===== config.mk =====
export PLATFORM = sky130hd
export DESIGN_NAME = srr_fifo
export DESIGN_NICKNAME = d
export VERILOG_FILES = /design/src/sv/srr_pkg.sv /design/src/sv/srr_fifo.sv
export VERILOG_INCLUDE_DIRS = /design/src /design/src/sv
export SDC_FILE = /design/constraint.sdc
export NUM_CORES = 1
export LEC_CHECK = 0
export BUFFER_PORTS_ARGS = -buffer_cell sky130_fd_sc_hd__buf_4
export CAP_MARGIN = 20
export CORE_MARGIN = 5
export CORE_UTILIZATION = 50
export CTS_CLUSTER_DIAMETER = 120
export CTS_CLUSTER_SIZE = 20
export DETAILED_ROUTE_END_ITERATION = 7
export PLACE_DENSITY = 0.83
export SKIP_CTS_REPAIR_TIMING = 1
export SLEW_MARGIN = 20
export SYNTH_ARGS = -nofsm -noshare
export SYNTH_HDL_FRONTEND = slang
export SYNTH_SLANG_ARGS = --single-unit

===== constraint.sdc =====
create_clock -name clk -period 8.9 [get_ports clk]
set_input_delay 0.89 -clock clk [delete_from_list [all_inputs] [get_ports clk]]
set_output_delay 0.89 -clock clk [all_outputs]
set_load 0.01 [all_outputs]

===== src/sv/sequence_reorder_reassembly_assert.svh =====
// Assertion macros shared by the reorder buffer modules.
`ifndef SEQUENCE_REORDER_REASSEMBLY_ASSERT_SVH
`define SEQUENCE_REORDER_REASSEMBLY_ASSERT_SVH

// antecedent implies consequent in the same cycle
`define SRR_ASSERT_NOW(label, ante, cons) \
  label: assert property (@(posedge clk) disable iff (rst) (ante) |-> (cons)) \
    else $error("srr assertion failed");

// antecedent implies consequent in the next cycle
`define SRR_ASSERT_NXT(label, ante, cons) \
  label: assert property (@(posedge clk) disable iff (rst) (ante) |=> (cons)) \
    else $error("srr assertion failed");

`endif


===== src/sv/srr_pkg.sv =====
// Package: window size, payload types and index helper of the reorder buffer.
`default_nettype none
package srr_pkg;
  localparam int WINDOW = 64;
  localparam int IDX_W  = (WINDOW > 1) ? $clog2(WINDOW) : 1;
  localparam int REL_W  = $clog2(WINDOW + 1);
  localparam int CMP_W  = ((REL_W > 8) ? REL_W : 8) + 1;

  typedef struct packed {
    logic [15:0] seq;
    logic [7:0]  frag_count;
    logic [15:0] opcode;
    logic [15:0] payload_tag;
    logic [15:0] payload_length;
  } item_t;

  typedef struct packed {
    logic [15:0] seq_out;
    logic [15:0] opcode_out;
    logic [15:0] tag_out;
    logic [15:0] length_out;
    logic        message_end;
    logic [21:0] message_length;
    logic [15:0] next_expected;
    logic        last_in_run;
  } result_t;

  typedef struct packed {
    item_t            item;
    logic [IDX_W-1:0] idx;
  } ins_t;

  typedef struct packed {
    logic [15:0]       exp_seq;
    logic [IDX_W-1:0]  head;
    logic [WINDOW-1:0] valid;
  } status_t;

  // physical slot of relative offset rel from head (rel at most the window)
  function automatic logic [IDX_W-1:0] wrap_add(input logic [IDX_W-1:0] head,
                                                input logic [REL_W-1:0] rel);
    logic [REL_W+1:0] s;
    s = {{(REL_W+2-IDX_W){1'b0}}, head} + {2'b00, rel};
    if (s >= (REL_W+2)'(WINDOW)) s = s - (REL_W+2)'(WINDOW);
    return s[IDX_W-1:0];
  endfunction
endpackage
`default_nettype wire


===== src/sv/srr_fifo.sv =====
// Two-entry queue of slot inserts between front and back.
`default_nettype none
module srr_fifo (
  input  wire logic          clk,
  input  wire logic          rst,
  input  wire logic          push,
  input  wire srr_pkg::ins_t push_data,
  input  wire logic          pop,
  output srr_pkg::ins_t      head_data,
  output logic               empty
);
  `include "sequence_reorder_reassembly_assert.svh"

  srr_pkg::ins_t ent [2];
  logic wp, rp;
  logic [1:0] cnt;

  always_ff @(posedge clk) begin
    if (rst) begin
      wp <= 1'b0;
      rp <= 1'b0;
      cnt <= 2'd0;
    end else begin
      if (push) wp <= ~wp;
      if (pop) rp <= ~rp;
      cnt <= cnt + {1'b0, push} - {1'b0, pop};
    end
    if (push) ent[wp] <= push_data;
  end

  assign head_data = ent[rp];
  assign empty = (cnt == 2'd0);

  `SRR_ASSERT_NOW(a_no_overflow, push && !pop, cnt != 2'd2)
  `SRR_ASSERT_NOW(a_no_underflow, pop, cnt != 2'd0)
  `SRR_ASSERT_NXT(a_count_up, push && !pop && cnt == 2'd0, !empty)
endmodule
`default_nettype wire


=== Word-level counts from Yosys, hierarchy flattened ===
Memory sizes are Yosys's and may differ from the RTL's. A register that Yosys moved wholly into a read port is not among the register bits.
Index checks and enable logic that the tools add are counted.

* Register bits: 4
* Bits in latches: 0
* RAM bits: 156
* Memory bits (read-only): 0
* Input port bits: 82
* Memories kept: 1

{| class="wikitable"
|+ Memory list
! name !! words !! bits a word !! rd ports !! clocked after memory_dff !! write ports !! line !! text
|-
| ent || 2 || 78 || 1 || 1 || 1 || srr_fifo.sv:14 || <nowiki>srr_pkg::ins_t ent [2];</nowiki>
|}

* Add/sub/neg operators: 2
* $mul: 0
* Divide/modulo/power cells: 0
* Order comparisons: 0
* Equal/unequal tests: 0
* Shift-type cells: 0
* Multiplexer cells: 4
* Bitwise gates (word level): 2
* Reduce and logical (&&, ||, !) cells: 1

{| class="wikitable"
|+ Operators by type and width
! operator !! number
|-
| 2-to-1 mux 1 bit || 4
|-
| adder 2 x 1 -> 2 bit || 1
|-
| logical NOT 2 bit || 1
|-
| NOT 1 bit || 2
|-
| subtractor 2 x 1 -> 2 bit || 1
|}

=== Logic depth before layout (Yosys ltp) ===
* Word-level depth: 3
* Mapped depth: 6
* Gate-level depth less buffers: 6

=== Worst setup path after synthesis ===
No wires, ideal clock.

* Kind: input port to flip-flop
* From: input push
* To: memory ent[0][0] (netlist bit) (enable)
* Library setup time: 524 ps
* Arrival time: 4302 ps
* Data required time: 8376 ps
* Slack: 4073 ps
* Stages on the path: 1
* Path buffers: 0
* Cells stage by stage: nor2b_1

* Longest elaborated chain between the ends: 2

{| class="wikitable"
|+ Ends and longest elaborated chain
! what !! line !! text
|-
| start: declaration || srr_fifo.sv:6 || <nowiki>input wire logic push,</nowiki>
|-
| 2-to-1 mux 1 bit || srr_fifo.sv:28 || <nowiki>if (push) ent[wp] <= push_data;</nowiki>
|-
| 2-to-1 mux 1 bit (not written as such) || srr_fifo.sv:28 ||
|-
| end: declaration || srr_fifo.sv:14 ||
|}

No other way between the ends.

==> flow_summary.html <==
<table>
<tr><th>Metric</th><th>Value</th></tr>
<tr><th colspan="2">Synthesis</th></tr>
<tr><td>Mapped Cells</td><td>263</td></tr>
<tr><td>Synth top area cells</td><td>sky130_fd_sc_hd__edfxtp_1 79%, sky130_fd_sc_hd__mux2_2 11%, sky130_fd_sc_hd__mux2_4 5.1%</td></tr>
<tr><td>Most common cell in the synthesized netlist</td><td>sky130_fd_sc_hd__edfxtp_1</td></tr>
<tr><td>Cell type with the highest aggregate area in the netlist</td><td>sky130_fd_sc_hd__edfxtp_1</td></tr>
<tr><td>Proportion of register bits with asynchronous set or reset after synthesis</td><td>0</td></tr>
<tr><td>Synth Area per Inst</td><td>22.5 µm²</td></tr>
<tr><td>Sequential share of the synthesized area</td><td>0.808</td></tr>
<tr><td>Number of warnings printed during yosys synthesis</td><td>0</td></tr>
<tr><td>Ys flop type</td><td>sky130_fd_sc_hd__edfxtp_1</td></tr>
<tr><td>Share of the synthesized area in the top cell type</td><td>0.792</td></tr>
<tr><td>Syn Nets</td><td>347</td></tr>
<tr><td>Mapped Area</td><td>0.00592 mm²</td></tr>
<tr><td>Ranking of synthesized cells by instance count</td><td>156 x sky130_fd_sc_hd__edfxtp_1, 58 x sky130_fd_sc_hd__mux2_2, 20 x sky130_fd_sc_hd__mux2_4</td></tr>
<tr><td>Distinct cells, synth</td><td>13</td></tr>
<tr><td>Number of synthesized flops with an enable pin</td><td>156</td></tr>
<tr><td>Post-synthesis sequential element count</td><td>161</td></tr>
<tr><th colspan="2">Finish</th></tr>
<tr><td>Area growth from synthesis to final layout</td><td>32.1%</td></tr>
<tr><td>Number of fill cells in the layout</td><td>751</td></tr>
<tr><td>Share of layout cells above drive strength 1</td><td>0.594</td></tr>
<tr><td>Final nets</td><td>520</td></tr>
<tr><td>Diode insertion count for antenna repair</td><td>0</td></tr>
<tr><th colspan="2">Clock network</th></tr>
<tr><td>Total number of H-tree levels</td><td>4</td></tr>
<tr><td>Clock tree from TritonCTS</td><td>built</td></tr>
<tr><td>Root Driver</td><td>sky130_fd_sc_hd__clkbuf_16</td></tr>
<tr><td>Max Root-Sink Buffers</td><td>2</td></tr>
<tr><td>Clock sink count</td><td>161</td></tr>
<tr><td>Clock slew seen by the registers of the worst setup and hold paths</td><td>0.05 ns</td></tr>
<tr><td>Insertion delay of the later-clocked pin in the worst-skew pair</td><td>0.41 ns</td></tr>
<tr><td>TritonCTS buffer count</td><td>17</td></tr>
<tr><th colspan="2">Global route</th></tr>
<tr><td>GRT Resource Usage Total</td><td>0.156</td></tr>
<tr><td>Global-route wire length before repair</td><td>16.5 mm</td></tr>
<tr><td>Vias in the first global route</td><td>3256</td></tr>
<tr><td>Maximum number of pins on one net before global-route repair</td><td>79</td></tr>
<tr><td>Global route total overflow</td><td>0</td></tr>
<tr><td>Initial antenna violation count</td><td>0</td></tr>
<tr><th colspan="2">Timing</th></tr>
<tr><td>PnR worst setup slack</td><td>5.77 ns</td></tr>
<tr><td>Tightest Pin Transition</td><td>1.07 ns</td></tr>
<tr><td>Setup repair after global routing missed its margin</td><td>false</td></tr>
<tr><td>Hold violation count in the final report</td><td>0</td></tr>
<tr><td>Final-report setup violation count</td><td>0</td></tr>
<tr><td>Upper clock frequency limit</td><td>0.319 GHz</td></tr>
<tr><td>Shortest clock period the worst path allows after layout</td><td>3.13 ns</td></tr>
<tr><td>Post-route setup TNS</td><td>0 ns</td></tr>
<tr><td>Slew Viols, Final</td><td>0</td></tr>
<tr><td>Relative slew margins</td><td>0.284</td></tr>
<tr><td>Setup clock skew after layout</td><td>0.00462 ns</td></tr>
<tr><td>Final worst path period share</td><td>0.352</td></tr>
<tr><td>Fin Hold WS</td><td>0.526 ns</td></tr>
<tr><th colspan="2">Floorplanning</th></tr>
<tr><td>I/O pin count</td><td>161</td></tr>
<tr><td>Die extent in y</td><td>119 µm</td></tr>
<tr><td>Die Footprint</td><td>0.0141 mm²</td></tr>
<tr><td>Cell Rows</td><td>39</td></tr>
<tr><td>Die W</td><td>119 µm</td></tr>
<tr><td>Core area</td><td>0.0115 mm²</td></tr>
<tr><td>Starting utilization of the core area</td><td>0.514</td></tr>
<tr><th colspan="2">Routing</th></tr>
<tr><td>Remaining antenna violation count</td><td>0</td></tr>
<tr><td>Detailed-route via count</td><td>2922</td></tr>
<tr><td>Count of unresolved DRC violations after routing</td><td>0</td></tr>
<tr><td>Total Routed Length</td><td>10.6 mm</td></tr>
<tr><td>Number of iterations in the first detailed-routing pass</td><td>4</td></tr>
<tr><td>Starting DRC count in detailed routing</td><td>194</td></tr>
<tr><td>Final routed wire length divided by cell count</td><td>18.0 µm</td></tr>
<tr><td>Detailed-route vias per instance</td><td>4.94</td></tr>
<tr><th colspan="2">Pwr</th></tr>
<tr><td>Total power density per cell area</td><td>228 mW/mm²</td></tr>
<tr><td>Worst VDD drop</td><td>0.161 mV</td></tr>
<tr><td>Static Leakage</td><td>2.99 nW</td></tr>
<tr><th colspan="2">Critical path</th></tr>
<tr><td>Setup crit start kind</td><td>flip-flop</td></tr>
<tr><td>R2R depth</td><td>3</td></tr>
<tr><td>Arrival time of data at the critical path endpoint</td><td>2.24 ns</td></tr>
<tr><td>End point of the critical path</td><td>head_data[50]</td></tr>
<tr><td>Worst Path Required</td><td>8.01 ns</td></tr>
<tr><td>Worst reg-to-reg setup slack</td><td>6.91 ns</td></tr>
<tr><td>Setup Crit Path Kind</td><td>reg2out</td></tr>
<tr><td>Critical path fanouts, max</td><td>68</td></tr>
<tr><td>Setup crit end kind</td><td>output port</td></tr>
<tr><td>RR Startpoint</td><td>wp$_SDFFE_PP0P_</td></tr>
<tr><td>Worst reg2reg path endpoint</td><td>ent[0][17]$_DFFE_PP_</td></tr>
<tr><th colspan="2">Status</th></tr>
<tr><td>Run status</td><td>complete, no violations</td></tr>
<tr><th colspan="2">Flow run</th></tr>
<tr><td>Number of max-cap violations</td><td>0</td></tr>
<tr><th colspan="2">Placement</th></tr>
<tr><td>DP Worst Slack</td><td>5.94 ns</td></tr>
<tr><td>Routability Congestion</td><td>0.697</td></tr>
<tr><td>Count of buffers inserted at the top-level ports</td><td>160</td></tr>
<tr><td>DPL Wire Length</td><td>6.92 mm</td></tr>
<tr><th colspan="2">Worst hold path</th></tr>
<tr><td>Path category of the worst min-delay check</td><td>reg2reg</td></tr>
</table>
[critical path: stages (launching register included)]
cell	delay (ns)
sky130_fd_sc_hd__dfxtp_4	0.43
sky130_fd_sc_hd__buf_4	0.78
sky130_fd_sc_hd__mux2_2	0.43
sky130_fd_sc_hd__buf_4	0.15
[sequential cells by signal (all words and copies together) (netlist names), named ones only]
register,count
cnt,2
ent,156
rp,1
wp,1
[final cells by class]
cell class | count | area [µm²] | share of cell area
Sequential cell | 161 | 4790 | 0.612
Timing Repair Buffer | 163 | 1240 | 0.159
Multi-Input combinational cell | 91 | 1070 | 0.136
Clock buffer | 21 | 440 | 0.0563
Tap cell | 143 | 179 | 0.0229
Clock inverter | 10 | 93.8 | 0.0120
Inverter | 2 | 7.51 | 0.000960
[worst min-delay path by stage]
| stage | startpoint | to | slack, ns | depth (start not counted) |
|---|---|---|---|---|
| 2_1_floorplan | rp$_SDFFE_PP0P_ | flip-flop | 0.48 | 2 |
| 3_3_place_gp | rp$_SDFFE_PP0P_ | rp$_SDFFE_PP0P_ | 0.50 | 2 |
| 3_5_place_dp | rp$_SDFFE_PP0P_ | rp$_SDFFE_PP0P_ | 0.52 | 2 |
| 4_1_cts | rp$_SDFFE_PP0P_ | rp$_SDFFE_PP0P_ | 0.53 | 2 |
| 5_1_grt | rp$_SDFFE_PP0P_ | flip-flop | 0.60 | 2 |
| 6_report | rp$_SDFFE_PP0P_ | rp$_SDFFE_PP0P_ | 0.53 | 2 |
[cells in the final DEF, fill, tap and decap left out]
master / instances
sky130_fd_sc_hd__xnor2_1: 2
sky130_fd_sc_hd__xnor3_1: 1
sky130_fd_sc_hd__nor2b_4: 1
sky130_fd_sc_hd__inv_1: 2
sky130_fd_sc_hd__and2_4: 1
sky130_fd_sc_hd__bufinv_16: 2
sky130_fd_sc_hd__buf_4: 162
sky130_fd_sc_hd__mux2_4: 20
sky130_fd_sc_hd__clkinv_2: 3
sky130_fd_sc_hd__nor2_1: 5
sky130_fd_sc_hd__clkbuf_1: 4
sky130_fd_sc_hd__clkinv_1: 5
sky130_fd_sc_hd__mux2_2: 58
sky130_fd_sc_hd__buf_16: 1
sky130_fd_sc_hd__edfxtp_1: 156
sky130_fd_sc_hd__dfxtp_4: 1
sky130_fd_sc_hd__clkbuf_16: 17
sky130_fd_sc_hd__dfxtp_1: 4
sky130_fd_sc_hd__ha_1: 2
sky130_fd_sc_hd__nor2b_1: 1
[metrics by stage]
stage               utilization  total power, mW  cells  cell area, µm²
floorplan                     -             1.03    263            5920
global placement          0.630             1.13    559            7260
detailed placement        0.630             1.14    559            7260
CTS                       0.677             1.80    590            7790
global route              0.679             1.86    591            7820
finish                    0.679             1.79    591            7820
[kinds of logic after synthesis]
family                   synth area share
AND/OR/NAND/NOR                   0.00634
flip-flops                          0.808
XOR/XNOR                          0.00677
multiplexers                        0.161
buffers and inverters              0.0131
adder cells (fa/ha/maj)           0.00423
[report_power, final]
group | internal [mW] | leakage, nW | switching (mW)
Clock | 0.404 | 0.262 | 0.260
Sequential | 0.886 | 1.51 | 0.0130
Combinational | 0.125 | 1.22 | 0.0980
Total | 1.41 | 2.99 | 0.371
[layer usage]
layer / up-vias / global-route usage / part of all wire
li1: 1379 / - / -
met2: 110 / 0.267 / 0.52
met3: 13 / 0.0669 / 0.080
met4: 0 / 0.0681 / 0.015
met5: - / 0 / 0
met1: 1420 / 0.168 / 0.38
Note: power is estimated with default switching activity, not from simulation.
