<file path="config.mk">
export PLATFORM = sky130hd
export DESIGN_NAME = srr_front
export DESIGN_NICKNAME = d
export VERILOG_FILES = /design/src/sv/sequence_reorder_reassembly_assert.svh /design/src/sv/srr_pkg.sv /design/src/sv/srr_front.sv
export SDC_FILE = /design/constraint.sdc
export NUM_CORES = 1
export LEC_CHECK = 0
export ABC_AREA = 1
export BUFFER_PORTS_ARGS = -buffer_cell sky130_fd_sc_hd__clkbuf_2
export CORE_MARGIN = 2
export CORE_UTILIZATION = 46
export CTS_BUF_LIST = sky130_fd_sc_hd__clkbuf_4 sky130_fd_sc_hd__clkbuf_8
export DETAILED_ROUTE_END_ITERATION = 7
export GPL_TIMING_DRIVEN = 0
export HOLD_SLACK_MARGIN = 0.02
export PLACE_DENSITY = 0.93
export SLEW_MARGIN = 10
export SYNTH_ARGS = -nofsm -noshare
export SYNTH_HDL_FRONTEND = slang
export SYNTH_SLANG_ARGS = --single-unit
</file>
<file path="constraint.sdc">
create_clock -name clk -period 4.9 [get_ports clk]
set_input_delay 1.225 -clock clk [delete_from_list [all_inputs] [get_ports clk]]
set_output_delay 1.225 -clock clk [all_outputs]
set_load 0.03 [all_outputs]
</file>
<file path="src/sv/sequence_reorder_reassembly_assert.svh">
// Assertion macros shared by the reorder buffer modules.
`ifndef SEQUENCE_REORDER_REASSEMBLY_ASSERT_SVH
`define SEQUENCE_REORDER_REASSEMBLY_ASSERT_SVH

// antecedent implies consequent in the same cycle
`define SRR_ASSERT_NOW(label, ante, cons) \
  label: assert property (@(posedge clk) disable iff (rst) (ante) |-> (cons)) \
    else $error("srr assertion failed");

// antecedent implies consequent in the next cycle
`define SRR_ASSERT_NXT(label, ante, cons) \
  label: assert property (@(posedge clk) disable iff (rst) (ante) |=> (cons)) \
    else $error("srr assertion failed");

`endif

</file>
<file path="src/sv/srr_pkg.sv">
// Package: window size, payload types and index helper of the reorder buffer.
`default_nettype none
package srr_pkg;
  localparam int WINDOW = 64;
  localparam int IDX_W  = (WINDOW > 1) ? $clog2(WINDOW) : 1;
  localparam int REL_W  = $clog2(WINDOW + 1);
  localparam int CMP_W  = ((REL_W > 8) ? REL_W : 8) + 1;

  typedef struct packed {
    logic [15:0] seq;
    logic [7:0]  frag_count;
    logic [15:0] opcode;
    logic [15:0] payload_tag;
    logic [15:0] payload_length;
  } item_t;

  typedef struct packed {
    logic [15:0] seq_out;
    logic [15:0] opcode_out;
    logic [15:0] tag_out;
    logic [15:0] length_out;
    logic        message_end;
    logic [21:0] message_length;
    logic [15:0] next_expected;
    logic        last_in_run;
  } result_t;

  typedef struct packed {
    item_t            item;
    logic [IDX_W-1:0] idx;
  } ins_t;

  typedef struct packed {
    logic [15:0]       exp_seq;
    logic [IDX_W-1:0]  head;
    logic [WINDOW-1:0] valid;
  } status_t;

  // physical slot of relative offset rel from head (rel at most the window)
  function automatic logic [IDX_W-1:0] wrap_add(input logic [IDX_W-1:0] head,
                                                input logic [REL_W-1:0] rel);
    logic [REL_W+1:0] s;
    s = {{(REL_W+2-IDX_W){1'b0}}, head} + {2'b00, rel};
    if (s >= (REL_W+2)'(WINDOW)) s = s - (REL_W+2)'(WINDOW);
    return s[IDX_W-1:0];
  endfunction
endpackage
`default_nettype wire

</file>
<file path="src/sv/srr_front.sv">
// Front end: registers a request and classifies it as drop or slot insert.
`default_nettype none
module srr_front (
  input  wire logic            clk,
  input  wire logic            rst,
  input  wire logic            accept,
  input  wire srr_pkg::item_t  item,
  input  wire srr_pkg::status_t status,
  output logic                 pending,
  output logic                 push,
  output srr_pkg::ins_t        push_data
);
  srr_pkg::item_t hold;
  logic [15:0] off;
  logic in_range;
  logic [srr_pkg::IDX_W-1:0] phys;

  always_ff @(posedge clk) begin
    if (rst) begin
      pending <= 1'b0;
    end else begin
      pending <= accept;
    end
    if (accept) hold <= item;
  end

  always_comb begin
    off = hold.seq - status.exp_seq;
    in_range = !off[15] && (off < 16'(srr_pkg::WINDOW));
    phys = srr_pkg::wrap_add(status.head, off[srr_pkg::REL_W-1:0]);
    push = pending && in_range && !status.valid[phys];
    push_data.item = hold;
    push_data.idx = phys;
  end
endmodule
`default_nettype wire

</file>
# After elaboration in Yosys (flattened, before gate mapping)
# Cells that the tools add are included.
totals:
  regBits: 73
  input_bits: 161
  elab_cells: 20
classes:
  add_sub_neg: 3
  reduce_logical: 5
  magnitude_cmp: 3
  mux: 3
op_table:
  columns: ["op", "n"]
  rows:
  - ["$lt A16 B7 Y1 const B", 1]
  - ["$sub A16 B16 Y16", 1]
  - ["$add A6 B7 Y8", 1]
  - ["$ge A8 B7 Y1 const B", 1]
  - ["$lt A6 B7 Y1 const B", 1]
  - ["$bmux W1 S6", 1]
  - ["$mux W6", 1]
  - ["$sub A6 B1 Y6 const B", 1]
  - ["$logic_and A1 B1 Y1", 3]
  - ["$logic_not A1 Y1", 2]
  - ["$mux W1", 1]

# Longest topological paths before layout
# Gate-level depths: netlist of the first run.
depth:
  depth_word: 8
  mapped_depth: 20
  mapped_depth_nobuf: 20

# Worst setup path after synthesis of the first run
# No wires, ideal clock.
synth_path:
  kind: "input-to-output"
  start: "input status[70] (netlist name)"
  end: "output push"
  path_stages: 12
  required_time_ns: 3.675
  slack_ns: -0.252
  path_buffers: 0
  arrival_ns: 3.927
  path_cell_list: "ha_1 fa_1 fa_1 xnor2_2 inv_2 nand3_1 nand3_1 nand3_1 nand2_1 nand2_1 nand2_1 nor2_1"
synth_lines:
  columns: ["item", "line_no", "source"]
  rows:
  - ["start, declared", "srr_front.sv:8", "input wire srr_pkg::status_t status,"]
  - ["end, declared", "srr_front.sv:10", "output logic push,"]

# Worst setup path in the final report of the first run
layout_path:
  start: "input status[70] (netlist name)"
  end: "output push"
layout_between:
  elab_chain_cells: 8
  elab_cells_between_ends: 13
  classes_between: "3 x add/sub; 2 x order compare; 3 x mux; 5 x reduce/logical"
layout_lines:
  columns: ["item", "line_no", "source"]
  rows:
  - ["$sub A16 B16 Y16 (*)", "srr_front.sv:28", "off = hold.seq - status.exp_seq;"]
  - ["$add A6 B7 Y8", "srr_pkg.sv:43", "s = {{(REL_W+2-IDX_W){1'b0}}, head} + {2'b00, rel};"]
  - ["$ge A8 B7 Y1 or $sub A6 B1 Y6 (tied branches)", "srr_pkg.sv:44", "if (s >= (REL_W+2)'(WINDOW)) s = s - (REL_W+2)'(WINDOW);"]
  - ["$mux W6", "srr_pkg.sv:44", null]
  - ["$bmux W1 S6", "srr_front.sv:31", "push = pending && in_range && !status.valid[phys];"]
  - ["$mux W1 (not written as such)", "srr_front.sv:31", null]
  - ["$logic_not A1 Y1", "srr_front.sv:31", null]
  - ["$logic_and A1 B1 Y1 (*)", "srr_front.sv:31", null]
# Mark *: on every way between the ends. The rest lies on a longest branch, timed or not. The select of a mux whose other input is x is not followed.

==> impl_results.md, run 1 <==
* Status: finished, final reports clean
* Hold EP: push_data[35]
* Top cells by area, synth: edfxtp_1 51%, nand2_1 17%, inv_1 6.4%
* Die area at 10030 um^2
* Core footprint at just over 9000 um^2
* Die X at 100.1 um
* Post-synthesis register bit count at 73
* Hold_sp: item[29]
* Core Util, Final at 66.50%
* Detailed-placement wirelength estimate at 9.953 mm
* Routed Antenna Nets at 0
* Count of max-cap constraint violations at 0
* Final #Nets at 960
* Final period utilization at a little over nine tenths
* Cells after DPL at roughly 870
* Mean Syn Cell Area at roughly 8.3 um^2
* Slew Viols, Final at 0
* Critical Path Source: status[70]
* CP max FO at 8
* Max frequency at 207.9 MHz
* Final wirelength at around 12 mm
* Initial antenna violation count at 0
* Crit path arrival time at 3.59 ns
* Hold Fails Final Rpt at 0
* Antenna cells at 0
* Number of port buffers at 240
* Cell variety after synth at 26
* Count of non-filler cells in the finished layout at 893
* Synth top area share at between 50% and 60%
* Tmin final at ~4.8 ns
* Vias in the first global route at ~4200
* Synthesis Warnings at 0
* First-pass GRT wire length at 18.72 mm
* Crit path launch type: primary input
* Fraction of layout cells with a size suffix above 1 at 39.77%
* Starting Density at 46.66%
* H-tree Lvls at 3
* Die H at 100.1 um
* GRT Util Overall at 24.06%
* Worst path required time at 3.67 ns
* Worst-Margin Slew at 0.3547 ns
* GRT Residual Overflow at 0
* TritonRoute pass-1 iters at 4
* CTS clk-pin slew, worst paths at 0.08 ns
* Setup violators final at 0
* Yosys top cell by area: edfxtp_1
* Num Clock Sinks at 73
* Leak Pwr at roughly 3.3 nW
* Residual DRC at 0
* CTS Buf Count at 9
* Mapped cell area at 4250 um^2
* Layout area overhead at 42.51%
* RSZ-0062 raised after global routing: true
* Vias after detailed routing at about 4300
* I/O pins at 241
* Avg WL per Cell at roughly 14 um
* Row count at 35
* Largest net degree at the start of global routing at 50
* Register area share after synthesis at 51.34%
* Initial DRC Count at between 150 and 200
* Net Count, Synth at roughly 700
* Vias per inst at approximately 5
* Clk buf depth at 2
* Hold Path Depth at 1
* HP Class: primary input to flop
* Root Driver: clkbuf_8
* TNS Setup at 0 ns
* Synthesized instance count at 513
* CTS tree: done
* Critical path class: primary input to output pin
* VDD IR max at 453.5 uV
* Worst Setup End Kind: output pin
* Rel. slew slack at 76.36%
* P per Cell Area at 358.2 nW/um^2
* # fillers at 729
* Placer Congestion at 0.8790
-- power by group --
group	total (W)	switching [W]	internal, W
sequential	0.000759	0.0000181	0.000741
combinational	0.000953	0.000592	0.000360
clock	0.000458	0.000216	0.000242
-- cell usage after synthesis --
master	instances
buf_2	10
ha_1	20
nand4_1	5
xnor2_2	1
nand3_1	46
fa_1	2
nor2_1	37
a21oi_1	12
or2_0	1
buf_4	1
or2_2	1
o21ai_0	11
nand2_1	196
nand2_2	1
nand3_2	1
inv_1	73
xnor2_1	3
edfxtp_1	72
o21ai_1	3
nand3b_1	3
o21ai_2	1
and2_4	1
xor2_1	4
and2_1	3
inv_2	4
dfxtp_1	1
-- flip-flops by register name (all words and copies together) (netlist names) --
name / count
pending: 1
push_data: 72
-- worst max-delay path, stage by stage --
cell	delay [ns]
buf_6	0.09
ha_4	0.15
fa_2	0.43
fa_1	0.53
buf_6	0.14
inv_8	0.05
buf_4	0.12
nor2_1	0.09
o21ai_1	0.07
nand2_1	0.09
nand2_1	0.05
nand3_1	0.08
nand3_1	0.09
nand2_1	0.07
nand2_1	0.06
nand2_2	0.09
nor2_4	0.04
buf_8	0.13
-- per-stage QoR --
| stage | total power [W] | hold slack (ns) | worst slack (ns) | cell area, um^2 |
|---|---|---|---|---|
| floorplan | 0.001357 | 1.296 | 0.01838 | 4269 |
| global placement | 0.001586 | 1.385 | -0.2754 | 5609 |
| detailed placement | 0.001605 | 1.404 | -0.2992 | 5632 |
| CTS | 0.002102 | 1.043 | 0.002142 | 5901 |
| global route | 0.002297 | 1.041 | -0.01759 | 6057 |
| finish | 0.002170 | 1.057 | 0.08937 | 6057 |
-- cell usage in the layout, fill, tap and decap left out, types with 2 or more instances in the layout --
| cell type | count |
|---|---|
| edfxtp_1 | 72 |
| o21ai_2 | 3 |
| a21oi_2 | 2 |
| clkinvlp_4 | 2 |
| ha_4 | 2 |
| nand3_1 | 43 |
| nand4_1 | 5 |
| xor2_1 | 3 |
| inv_2 | 4 |
| nand2_2 | 4 |
| o21ai_1 | 7 |
| clkbuf_4 | 2 |
| clkbuf_2 | 237 |
| nor2_2 | 2 |
| inv_1 | 71 |
| and2_1 | 3 |
| nand2_1 | 193 |
| buf_6 | 5 |
| nand3_2 | 4 |
| xnor2_1 | 2 |
| ha_1 | 17 |
| buf_4 | 12 |
| clkbuf_8 | 9 |
| nor2_1 | 34 |
| nand3b_1 | 3 |
| a21oi_1 | 10 |
| buf_2 | 7 |
| o21ai_0 | 5 |
-- worst max path at each step --
stage | end | slack [ns] | cells past startpoint
after floorplan | push | 0.02 | 17
after global placement | push | -0.28 | 16
after CTS | push | 0.002 | 17
after global routing | push | -0.02 | 17
after detailed placement | push | -0.30 | 16
final | push | 0.09 | 18
-- routing by layer --
metal  global-route usage [%]  vias to the layer above  part of all wire (%)
met5                        0                        -                     0
met4                    12.22                        0                   4.7
met3                    7.730                       37                   9.3
met2                    47.60                      208                    54
met1                    21.24                     1930                    32
li1                         -                     2170                     -
-- timing repair --
item,4_1_cts,5_1_grt
pin swaps,4,29
setup endpoints to repair,1,1
setup buffers,3,9
resized for setup,16,27
hold buffers,0,0
cloned,1,0
-- area by class of cell --
class | count | area [um^2] | area share, %
well taps | 111 | 138.9 | 2.293
repair buffers | 254 | 1341 | 22.14
clock buffers | 10 | 131.4 | 2.169
inverters | 77 | 299.0 | 4.937
clock inverters | 6 | 67.56 | 1.115
multi-input cells | 352 | 1828 | 30.18
plain buffers | 10 | 68.82 | 1.136
flip-flops and latches | 73 | 2182 | 36.03
-- kinds of logic (layout without fill, tap and decap cells) --
kind of cell	count (synthesis)	after routing	share of synthesized area [%]
buf+inv	88	357	8.154
xor+xnor	8	8	1.825
compound gates	27	27	3.268
fa+ha+maj	22	22	6.830
flops	73	73	51.34
simple gates	295	295	28.58
Note: power is estimated with default switching activity, not from simulation.
==> inputs of run 2 (changes only) <==
--- a/config.mk
+++ b/config.mk
@@ -5,10 +5,10 @@
 export SDC_FILE = /design/constraint.sdc
 export NUM_CORES = 1
 export LEC_CHECK = 0
-export ABC_AREA = 1
+export ABC_AREA = 0
 export BUFFER_PORTS_ARGS = -buffer_cell sky130_fd_sc_hd__clkbuf_2
 export CORE_MARGIN = 2
-export CORE_UTILIZATION = 46
+export CORE_UTILIZATION = 44
 export CTS_BUF_LIST = sky130_fd_sc_hd__clkbuf_4 sky130_fd_sc_hd__clkbuf_8
 export DETAILED_ROUTE_END_ITERATION = 7
 export GPL_TIMING_DRIVEN = 0
==> run 2 against run 1 <==
  * The run now ends with setup timing left
  * Combinational power shrank 13%
  * Setup slack lost 0.92 ns
  * Fmax shrank 16%
  * Synthesized cell count shrank 50%
  * Count of clock-buffer cells in the layout shrank 1
  * Wire length shrank 12%
  * Non-clock buffer count shrank 14
  * Critical endpoint unchanged
  * Highest routed layer unchanged
==> impl_results.md, run 2 <==
* Placer Congestion at 0.8904
* CTS clk-pin slew, worst paths at 0.07 ns
* RSZ-0062 raised after global routing: true
* Register area share after synthesis at between 50% and 60%
* Fraction of layout cells with a size suffix above 1 at ~57%
* Clk buf depth at 2
* Vias per inst at ~5.2
* Synthesis Warnings at 0
* Leak Pwr at 2.571 nW
* Largest family of logic cells by synthesized area: multiplexers
* Synth top area share at 57.03%
* Top FF cell, synth: edfxtp_1
* Initial DRC Count at roughly 190
* Core footprint at 8299 um^2
* Worst Slack Setup Final at -0.8331 ns
* Max frequency at 174.4 MHz
* Worst path required time at 3.67 ns
* Combinational share of power at between 40% and 50%
* Worst-Margin Slew at ~0.6 ns
* Number of port buffers at 240
* Xor and xnor area share after synthesis at 2.508%
* # hold bufs at CTS at 0
* Violated checks: setup timing
* Final period utilization at 117.0%
* Residual DRC at 0
* Final #Nets at 693
* Yosys top cell by area: edfxtp_1
* Count of max-cap constraint violations at 0
* Net Count, Synth at ~440
* Post-synth top cells: 72 x edfxtp_1, 28 x inv_1, 21 x mux4_2
* Global route hottest layer: met2
* HP Class: primary input to flop
* Count of non-filler cells in the finished layout at 620
* Most instantiated library cell after synthesis: edfxtp_1
* Grt met3 use at 7.731%
* I/O pins at about 240
* CTS Buf Count at 9
* Critical path class: primary input to output pin
* CTS tree: done
* Crit path arrival time at 4.51 ns
* Synthesized instance count at 254
* Setup violators final at 1
* Layout area overhead at 45.35%
* First-pass GRT wire length at 17.27 mm
* H-tree Lvls at 3
* Initial antenna violation count at 0
* Tmin final at 5.733 ns
* Crit path launch type: primary input
* Multiplexer area fraction after synthesis at between 10% and 20%
* P per Cell Area at ~360 nW/um^2
* Post-synthesis register bit count at 73
* Sw Pwr at between 0.0006 and 0.0007 W
* Routed Antenna Nets at 0
* FFs w/ async S/R, synth at 0%
* Top cells by area, synth: edfxtp_1 57%, mux4_2 12%, ha_1 6.6%
* Adder-cell share of the synthesized area at 7.657%
* CP max FO at 5
* Root Driver: clkbuf_8
* Detailed-placement wirelength estimate at 9.166 mm
* Avg WL per Cell at approximately 18 um
* Simple-Gate Fraction of Synth Area at between 5 and 6%
* Final wirelength at 10.94 mm
* Most common cell after layout, fill and taps aside: clkbuf_2
* Post-synth EDFFs at just over 70
* TritonRoute pass-1 iters at 4
* Mean Syn Cell Area at 14.93 um^2
* Die H at 96.83 um
* Largest register FFs at 72
* Die area at 9375 um^2
* Cells after DPL at 600
* Rel. slew slack at around three fifths
* Clock power share at between 20 and 25%
* Worst slack, placed at -1.162 ns
* Status: complete, but fails checks
* Critical Path Source: status[70]
* Vias in the first global route at between 3000 and 4000
* # fillers at 586
* Worst Setup End Kind: output pin
* Pint at between 0.001 and 0.0015 W
* Most frequent cells in the layout: 236 x clkbuf_2, 72 x edfxtp_1, 28 x inv_1
* GRT Residual Overflow at 0
* Antenna cells at 0
* Mapped cell area at 3791 um^2
* VDD IR max at about 250 uV
* Starting Density at 45.68%
* Die X at 96.83 um
* Sequential share of power at 38.0%
* GRT Util Overall at 23.38%
* Global-route met2 utilization at about two fifths
* Largest net degree at the start of global routing at 45
* Cell variety after synth at 49
* Row count at 33
* Worst hold slack at between 1 and 1.5 ns
* Complex-gate fraction of the synthesized area at 10.56%
* Vias after detailed routing at 3218
* Switching Fraction at 34.00%
* Hold Fails Final Rpt at 0
* Num Clock Sinks at 73
* Critical path endpoint: push
* Met1 usage at 24.75%
* Slew Viols, Final at 0
-- run 2: through the flow --
stage | utilization [%] | setup TNS, ns | total power [W] | cell area (um^2)
2_1_floorplan | - | -0.8276 | 0.001319 | 3876
3_3_place_gp | 62.76 | -1.132 | 0.001520 | 5209
3_5_place_dp | 63.03 | -1.162 | 0.001544 | 5231
4_1_cts | 66.15 | -0.8972 | 0.002006 | 5490
5_1_grt | 66.40 | -0.9139 | 0.002090 | 5510
6_report | 66.40 | -0.8331 | 0.001994 | 5510
-- run 2: cell type report --
type                    instances  area (um^2)  area share [%]
repair buffers                245         1308           23.73
inverters                      28        105.1           1.907
clock inverters                 7        46.29          0.8401
flip-flops and latches         73         2182           39.60
multi-input cells             148         1573           28.54
well taps                     105        131.4           2.384
clock buffers                   9        123.9           2.248
plain buffers                   5        41.29          0.7493
-- run 2: cell families (layout without fill, tap and decap cells) --
| kind of cell | count (synthesis) | count (layout) |
|---|---|---|
| buffers and inverters | 33 | 294 |
| XOR/XNOR | 10 | 10 |
| AO/OA/AOI/OAI | 57 | 57 |
| AND/OR/NAND/NOR | 37 | 37 |
| multiplexers | 22 | 22 |
| flip-flops | 73 | 73 |
| adder cells (fa/ha/maj) | 22 | 22 |
-- run 2: repair_timing --
item | in CTS | in global routing
gates resized for setup | 6 | 4
pin swaps | 7 | 4
gates cloned | 1 | 0
endpoints found under the setup margin | 1 | 2
buffers inserted | 2 | 1
-- run 2: how the worst min path moves through the flow --
stage / from / endpoint / cells past startpoint
final: rst / pending / 2
after global routing: item[68] / push_data[74] / 1
after CTS: rst / pending / 2
after detailed placement: rst / pending / 2
after global placement: rst / pending / 2
after floorplan: rst / pending / 1
-- run 2: layer usage --
metal / up-vias / share of wire [%] / wire [um]
met2: 158 / 53 / 5852
li1: 1517 / - / -
met4: 0 / 4.6 / 508
met1: 1501 / 34 / 3770
met3: 42 / 7.4 / 809
met5: - / 0 / 0
-- run 2: power groups by stage --
| stage | registers [W] | clock network [W] | logic (W) |
|---|---|---|---|
| global route | 0.000763 | 0.000443 | 0.000884 |
| detailed placement | 0.000772 | 0 | 0.000772 |
| global placement | 0.000770 | 0 | 0.000751 |
| finish | 0.000758 | 0.000407 | 0.000830 |
| floorplan | 0.000871 | 0 | 0.000448 |
| CTS | 0.000758 | 0.000419 | 0.000828 |
-- run 2: worst max-delay path, stage by stage --
cell and delay [ns]:
buf_6 0.10, ha_4 0.15, fa_2 0.44, fa_2 0.40
xnor2_4 0.23, buf_12 0.14, buf_16 0.10, mux4_2 0.28
mux4_2 0.46, mux4_2 0.53, a2111oi_4 0.23, clkbuf_8 0.22
==> inputs of run 3 (changes only) <==
--- a/config.mk
+++ b/config.mk
@@ -14,6 +14,7 @@
 export GPL_TIMING_DRIVEN = 0
 export HOLD_SLACK_MARGIN = 0.02
 export PLACE_DENSITY = 0.93
+export RECOVER_POWER = 50
 export SLEW_MARGIN = 10
 export SYNTH_ARGS = -nofsm -noshare
 export SYNTH_HDL_FRONTEND = slang
==> run 3 against run 2 <==
  * The run ends with capacitance limit, slew limit, setup timing left
  * Die area unchanged
  * Final cell count unchanged
  * Sequential share of layout area increased by 0.14 points
  * Fmax about the same
  * Power decreased by 0.17%
  * Critical path depth unchanged
  * Setup slack improved by 0.0023 ns
  * First-iteration DRC count increased by 2.7%
  * Design area decreased by 0.36%
  * Critical path type unchanged
  * Highest routed layer unchanged
==> impl_results.md, run 3 (synthesized netlist as in run 2, its figures left out) <==
* Max frequency at between 150 and 200 MHz
* Vias in the first global route at between 3000 and 4000
* Tmin final at around 5.7 ns
* Worst hold slack at about 1.1 ns
* Number of port buffers at 240
* Starting Density at 45.68%
* Vias per inst at slightly above 5
* CTS clk-pin slew, worst paths at 0.07 ns
* TritonRoute pass-1 iters at 4
* Final wirelength at roughly 11 mm
* Num Clock Sinks at between 70 and 80
* Clk buf depth at 2
* CP dominant cell by count: mux4_2
* Routed Antenna Nets at 0
* Die X at 96.83 um
* CTS tree: done
* Detailed-placement wirelength estimate at slightly above 9 mm
* Residual DRC at 0
* Vias after detailed routing at 3214
* Critical Path Max Stage Delay at roughly 0.53 ns
* Design Power at 0.001990 W
* Crit path launch type: primary input
* Critical path class: primary input to output pin
* Initial antenna violation count at 0
* Hold Path Depth at 2
* Combinational share of power at between 40% and 50%
* VDD IR max at 250.7 uV
* HP Class: primary input to flop
* Critical path cell sequence: buf_6 > ha_4 > fa_2 > fa_2 > xnor2_4 > buf_12 > buf_16 > mux4_2 > mux4_2 > mux4_2 > a2111oi_4 > clkbuf_8
* Largest register FFs at 72
* Crit path arrival time at between 4 and 5 ns
* Die H at 96.83 um
* Fraction of layout cells with a size suffix above 1 at 57.09%
* Worst-Margin Slew at ~2.2 ns
* Most common cell after layout, fill and taps aside: clkbuf_2
* Hold_sp: rst
* GRT Util Overall at 23.38%
* RSZ-0062 raised after global routing: true
* Worst path required time at 3.67 ns
* CP max FO at 5
* Die area at between 9000 and 10000 um^2
* I/O pins at 241
* Setup violators final at 1
* GRT Residual Overflow at 0
* Core footprint at 8299 um^2
* Count of max-cap constraint violations at 2
* Pint at 0.001316 W
* Bufs and invs on worst path at 4
* Final #Nets at 693
* Avg WL per Cell at about 18 um
* Worst Slack Setup Final at -0.8309 ns
* Switching Fraction at 33.90%
* Multi-input gate area at roughly 1600 um^2
* Placer Congestion at 0.8904
* Global-route met2 utilization at around two fifths
* Met1 usage at 24.75%
* P per Cell Area at 362.5 nW/um^2
* Slowest CP cell: mux4_2
* # fillers at 591
* Violated checks: capacitance limit, slew limit, setup timing
* H-tree Lvls at 3
* Leak Pwr at 2.559 nW
* Slew Viols, Final at 76
* Worst Setup End Kind: output pin
* Most frequent cells in the layout: 236 x clkbuf_2, 72 x edfxtp_1, 28 x inv_1
* Status: complete, but fails checks
* Antenna cells at 0
* Hold Fails Final Rpt at 0
* CTS Buf Count at 9
* Layout area overhead at 44.82%
* FF/Latch Area at 2182 um^2
* Global route hottest layer: met2
* TNS Setup at -0.8309 ns
* Largest net degree at the start of global routing at 45
* Final period utilization at 117.0%
* Clock power share at 20.3%
* Critical Path Source: status[70]
* Sequential share of power at 38.1%
* Hold EP: pending
* Row count at 33
* # hold bufs at CTS at 0
* Worst slack, placed at -1.162 ns
* Sw Pwr at 0.0006748 W
* Rel. slew slack at -49.81%
* First-pass GRT wire length at between 15 and 20 mm
* Root Driver: clkbuf_8
* Grt met3 use at 7.731%
* Initial DRC Count at 193
* Crit path max-delay family: multiplexers
-- run 3: cell count changes in the layout (fill, tap and decap cells not counted) --
cell / before / now
buf_12: 2 / 1
clkbuf_1: 2 / 4
clkbuf_4: 2 / 1
-- run 3: power groups by stage --
stage | combinational (W) | clock (W) | sequential, W
after floorplan | 0.000448 | 0 | 0.000871
after global placement | 0.000751 | 0 | 0.000770
after detailed placement | 0.000772 | 0 | 0.000772
after CTS | 0.000828 | 0.000419 | 0.000758
after global routing | 0.000882 | 0.000443 | 0.000765
final | 0.000828 | 0.000403 | 0.000759
-- run 3: stage by stage --
step           std cells  cell area [um^2]  util (%)
6_report             620              5490     66.15
3_5_place_dp         600              5231     63.03
4_1_cts              619              5490     66.15
5_1_grt              620              5490     66.15
3_3_place_gp         599              5209     62.76
2_1_floorplan        254              3876         -
-- run 3: cell type report --
class / count / share of cell area (%)
sequential: 73 / 39.74
multi-input combinational: 148 / 28.65
timing repair buffer: 245 / 23.45
tap: 105 / 2.393
clock buffer: 9 / 2.256
inverter: 28 / 1.914
clock inverter: 7 / 0.8432
buffer: 5 / 0.7521
-- run 3: what timing repair did --
| action | CTS | global route |
|---|---|---|
| cloned | 1 | 0 |
| pin swaps | 7 | 4 |
| resized for setup | 6 | 4 |
| buffers inserted | 2 | 1 |
| setup endpoints to repair | 1 | 2 |
-- run 3: worst max path at each step --
| stage | depth (start not counted) | end |
|---|---|---|
| floorplan | 10 | push |
| global placement | 12 | push |
| detailed placement | 12 | push |
| CTS | 12 | push |
| global route | 12 | push |
| finish | 12 | push |
-- run 3: per-layer routing --
metal	share of wire [%]	wire, um	vias to the layer above
li1	-	-	1516
met1	35	3797	1509
met2	54	5895	151
met3	7.3	804	38
met4	4.3	473	0
met5	0	0	-
